### config.mk
export PLATFORM = sky130hd
export DESIGN_NAME = padf_ctrl
export DESIGN_NICKNAME = d
export VERILOG_FILES = /design/src/rtl/padf_pkg.sv /design/src/rtl/padf_ctrl.sv
export SDC_FILE = /design/constraint.sdc
export NUM_CORES = 1
export LEC_CHECK = 0
export CAP_MARGIN = 20
export CORE_AREA = 2 2 39 41
export CTS_CLUSTER_SIZE = 40
export DETAILED_ROUTE_END_ITERATION = 6
export DIE_AREA = 0 0 41 43
export DONT_BUFFER_PORTS = 1
export MAX_ROUTING_LAYER = met4
export SLEW_MARGIN = 10
export SYNTH_ARGS = -nofsm -noshare
export SYNTH_HDL_FRONTEND = slang
export SYNTH_SLANG_ARGS = --single-unit
export TNS_END_PERCENT = 100
### constraint.sdc
create_clock -name i_clk -period 3.6 [get_ports i_clk]
set_clock_uncertainty 0.1 [all_clocks]
set_input_delay 0.18 -clock i_clk [delete_from_list [all_inputs] [get_ports i_clk]]
set_output_delay 0.18 -clock i_clk [all_outputs]
set_load 0.03 [all_outputs]
### src/rtl/padf_pkg.sv
// Shared types, constants and key normalisation for the per-array distinct filter.
`timescale 1ns / 1ps
package padf_pkg;
    localparam int SET_DEPTH = 256;
    localparam int IDX_W     = $clog2(SET_DEPTH);
    localparam int CNT_W     = IDX_W + 1;

    localparam logic [1:0] KIND_INT = 2'd0;
    localparam logic [1:0] KIND_F32 = 2'd1;
    localparam logic [1:0] KIND_F64 = 2'd2;

    typedef enum logic [4:0] {
        ST_IDLE  = 5'b00001,
        ST_PROBE = 5'b00010,
        ST_DONE  = 5'b00100,
        ST_OUT   = 5'b01000,
        ST_CLEAR = 5'b10000
    } t_state;

    typedef struct packed {
        logic load;
        logic probe;
        logic finish;
        logic clear_row;
    } t_cmd;

    typedef struct packed {
        logic hit;
        logic scan_end;
        logic is_empty;
        logic is_null;
        logic last;
    } t_status;

    function automatic logic [63:0] norm_key(input logic [1:0] kind, input logic [63:0] v);
        logic [63:0] r;
        r = v;
        if (kind == KIND_F32) begin
            r = {32'd0, v[31:0]};
            if (v[30:23] == 8'hFF && v[22:0] != 23'd0) r = 64'h7FC0_0000;
            else if (v[31:0] == 32'h8000_0000) r = 64'd0;
        end else if (kind == KIND_F64) begin
            if (v[62:52] == 11'h7FF && v[51:0] != 52'd0) r = 64'h7FF8_0000_0000_0000;
            else if (v == 64'h8000_0000_0000_0000) r = 64'd0;
        end
        return r;
    endfunction
endpackage

### src/rtl/padf_ctrl.sv
// Controller state machine of the per-array distinct filter.
`timescale 1ns / 1ps
module padf_ctrl
    import padf_pkg::*;
(
    input  logic    i_clk,
    input  logic    i_rst_n,
    input  logic    i_valid,
    input  logic    i_out_stall,
    input  t_status i_status,
    output logic    o_stall,
    output logic    o_valid,
    output t_cmd    o_cmd
);
    t_state r_state, n_state;

    always_ff @(posedge i_clk) begin
        if (!i_rst_n) r_state <= ST_IDLE;
        else r_state <= n_state;
    end

    assign o_stall = (r_state != ST_IDLE);
    assign o_valid = (r_state == ST_OUT);

    always_comb begin
        n_state = r_state;
        o_cmd   = '0;
        unique case (r_state)
            ST_IDLE: begin
                if (i_valid) begin
                    o_cmd.load = 1'b1;
                    n_state = ST_PROBE;
                end
            end
            ST_PROBE: begin
                if (i_status.is_empty || i_status.is_null) n_state = ST_DONE;
                else begin
                    o_cmd.probe = 1'b1;
                    if (i_status.hit || i_status.scan_end) n_state = ST_DONE;
                end
            end
            ST_DONE: begin
                o_cmd.finish = 1'b1;
                n_state = ST_OUT;
            end
            ST_OUT: begin
                if (!i_out_stall) begin
                    if (i_status.last || i_status.is_empty) n_state = ST_CLEAR;
                    else n_state = ST_IDLE;
                end
            end
            ST_CLEAR: begin
                o_cmd.clear_row = 1'b1;
                n_state = ST_IDLE;
            end
            default: n_state = ST_IDLE;
        endcase
    end

`ifndef SYNTHESIS
    a_no_out_in_idle: assert property (@(posedge i_clk) disable iff (!i_rst_n)
        (r_state == ST_IDLE) |-> !o_valid) else $error("valid while idle");
    a_out_holds: assert property (@(posedge i_clk) disable iff (!i_rst_n)
        (o_valid && i_out_stall) |=> o_valid) else $error("result dropped");
    a_load_idle: assert property (@(posedge i_clk) disable iff (!i_rst_n)
        o_cmd.load |-> !o_stall) else $error("load while busy");
`endif
endmodule

==> results.md <==
- Cells with a size suffix above 1 make up about 27% of the layout.
- Summing over every cut layer, the via total after detailed routing is 260.
- The class of the most critical hold timing path is input port to flop.
- The start point of the critical path is r_state[4].
- In the final timing run, aggregate negative setup slack is 0 ps.
- Based on the critical path, the design can be clocked at up to 0.503 GHz.
- The beginning of the worst hold path is i_out_stall.
- The total die area is 1760 µm².
- The placer congestion estimate is 0.721.
- In the routed design, unresolved DRC markers number 0.
- The clock-pin slew of the registers on the worst-case setup and hold paths is 40 ps.
- On the critical path the largest part of the delay comes from simple AND/OR/NAND/NOR gates.
- The count of endpoints failing setup in the final report is 0.
- Dividing total power by cell area gives a power density of 399 nW/µm².
- The worst register-to-register path begins at r_state[4].
- Summing all multi-input logic gate instances after layout gives about 210 µm².
- The path with the worst hold slack has its endpoint at r_state[4].
- The area growth from synthesis to final layout is 17.8%.
- STA classifies the critical path startpoint as a flop.
- The aggregate global routing overflow is 0.
- The number of clock buffers added by TritonCTS is 3.
- In this run, synthesis produced a sequential element count of 5.
- The clock period minus worst slack is 1990 ps.
- STA classifies the critical path endpoint as an output pin.
- Max-cap violations in this run came to 0.
- The library cells used most frequently in the layout, excluding fill and tap cells, are nor2_1 (5), dfxtp_1 (5), nor3_1 (4).
- The repair_antennas step left the layout with diodes totalling 0.
- After filler insertion, the fill cell instance count of the layout stands at 153.
- Each instance of the synthesized netlist takes up on average 8.79 µm².
- Among all stages on the critical path, the largest delay is contributed by nor3_1.
- The post-detailed-routing wire length is 682 µm.
- Data on the critical path arrives at its endpoint at between 1500 and 2000 ps.
- Dividing the detail-routed wire length by the instance count gives 12.0 µm.
- In this run the core area contains 14 standard-cell rows.
- In the routed layout, each cell is associated on average with a via count of 4.56.
- The clock root buffer is clkbuf_4.
- On the worst path, the slowest cell contributes a delay of 710 ps.
- Total power for the finished layout comes to 149 µW.
- The worst hold path passes through 2 cells.
- The CTS tree is done.
- The remaining antenna violation count after routing is 0.
- The number of buffer and inverter instances along the worst setup path is 0.
- The endpoint of the lowest-slack register-to-register path is r_state[1].
- During synthesis, Yosys emitted a total of 0 warnings.
- The total nets after synthesis is 45.
- The register with the most flip-flops in the final layout is r_state.
- The iteration count of the initial detailed-routing pass is 3.
- The chip width is 41 µm.
- The normalized max-slew margin is 39.3%.
- Setup repair after global routing left no endpoint under its margin.
- For this design, the sink count on the clock tree is 5.
- The number of antenna violations at the first check in global routing is 0.
- The flow ran to the end, and the final reports show no timing, DRC or antenna violations.
- The global-route wire length before repair is 1.11 mm.
- IR analysis of the VDD net gives a maximum drop of 0.000157 V.
- The final net count is 51.
- The largest fanout on the critical path is 6.
- In the final layout, flip-flops and latches occupy 100 µm².
- After synthesis, the netlist uses 22 different library cells.
- The number of levels in the clock H-tree is 1.
- The post-synthesis cell count is 36.
- The number of global-route vias before repair was 278.
- In the final layout, the registers with the most flip-flops are r_state: 5 flops.
- The worst path required time is 3320 ps.
- The die is 43 µm tall.
- The effective utilization at floorplan is 22.9%.
- The leakage component of the power is 0.000153 µW.
- Walking the worst path, the cells encountered are nor3_4, nand2_1, nor3_1.
- Entering global routing, the biggest net connects 7 pins.
- After synthesis, the largest area contributor takes up 31.6% of total cell area.
- By area the synthesized netlist is led by dfxtp_1 (32%), nor3_1 (6.3%), nor2_1 (5.9%).
- After synthesis the cells add up to between 300 and 400 µm².
- The share of the clock period used by the worst path after layout is 55.2%.
- The count of buffers from port buffering is 0.
- The cell taking the most area after synthesis is dfxtp_1.
- At the later pin of the worst-skew pair, clock insertion delay measures roughly 230 ps.
- The register with the most flip-flops in the layout has 5 of them.
- The hold violation total from the final report is 0.
- No sink is reached through more buffers than the 2 on the longest clock path.
- The actual transition at the worst max-transition pin is ~900 ps.
- The DRC violation total after the first TritonRoute iteration is 3.
- The post-placement cell count is 52.
- The HPWL after detailed placement is 557 µm.
- By startpoint and endpoint, the worst setup path is classified as flop to output pin.
- The number of gates resized after CTS was 0.
- The sequential share of the synthesized area is 31.6%.
- The overall global routing resource usage is 9.38%.
- The worst register-to-register path has a setup slack of 2300 ps.
- The number of max-slew violations in the final report is 0.
- 15 I/O pins were placed.
- The final instance count without filler cells is between 50 and 60.
- The worst-case reg-to-reg path depth is 3.
- The total area inside the core boundary comes to 1380 µm².
worst max-delay path by stage:
| stage | cells past startpoint | slack (ps) | end |
|---|---|---|---|
| final | 3 | 1610 | o_cmd[2] |
| after global routing | 3 | 1540 | o_cmd[2] |
| after CTS | 3 | 1620 | o_cmd[2] |
| after detailed placement | 3 | 1890 | o_cmd[2] |
| after global placement | 3 | 1890 | o_cmd[2] |
| after floorplan | 3 | 1980 | o_cmd[2] |
repair_timing:
item	CTS	global route
hold endpoints to repair	1	0
hold buffers	1	0
setup buffers	0	0
cells by family (layout without fill, tap and decap cells):
kind of cell	count (synthesis)	in the layout	share of synthesized area [%]
flip-flops	5	5	31.6
AO/OA/AOI/OAI	7	7	19.0
buffers and inverters	2	7	2.37
AND/OR/NAND/NOR	22	22	47.0
where the power goes:
group	switching [µW]	internal (µW)
Combinational	16.7	9.61
Sequential	2.25	58.1
Clock	20.5	41.7
Total	39.5	109
Yosys cell counts:
| master | n |
|---|---|
| a31o_1 | 1 |
| nor4b_2 | 1 |
| a31o_4 | 1 |
| inv_1 | 2 |
| and3_2 | 2 |
| nor2_1 | 5 |
| dfxtp_1 | 5 |
| and3b_2 | 1 |
| o21bai_1 | 1 |
| o21ai_1 | 1 |
| nor3_1 | 4 |
| o21ai_0 | 1 |
| and3_1 | 1 |
| o21a_1 | 1 |
| and4_4 | 1 |
| nand2_1 | 2 |
| nor3_4 | 1 |
| o2111ai_1 | 1 |
| and2b_1 | 1 |
| and2_1 | 1 |
| nor2b_1 | 1 |
| and2b_2 | 1 |
per-stage QoR:
stage | worst slack, ps | instance area (µm²) | hold WS, ps | utilization (%)
after global placement | 1890 | 337 | 202 | 24.3
final | 1610 | 373 | 38.5 | 26.9
after CTS | 1620 | 373 | 34.8 | 26.9
after detailed placement | 1890 | 337 | 206 | 24.3
after global routing | 1540 | 373 | 48.1 | 26.9
after floorplan | 1980 | 317 | 198 | -
final cells by class:
cell class / count / area share (%)
Multi-Input combinational cell: 29 / 56.0
Timing Repair Buffer: 1 / 2.68
Clock buffer: 4 / 7.05
Sequential cell: 5 / 26.8
Tap cell: 16 / 5.37
Inverter: 2 / 2.01
metal layers:
metal	track usage, %	routed length [µm]
met3	2.09	59
met2	13.4	309
met4	6.00	12
met5	-	0
met1	11.3	300
Note: power is estimated with default switching activity, not from simulation.
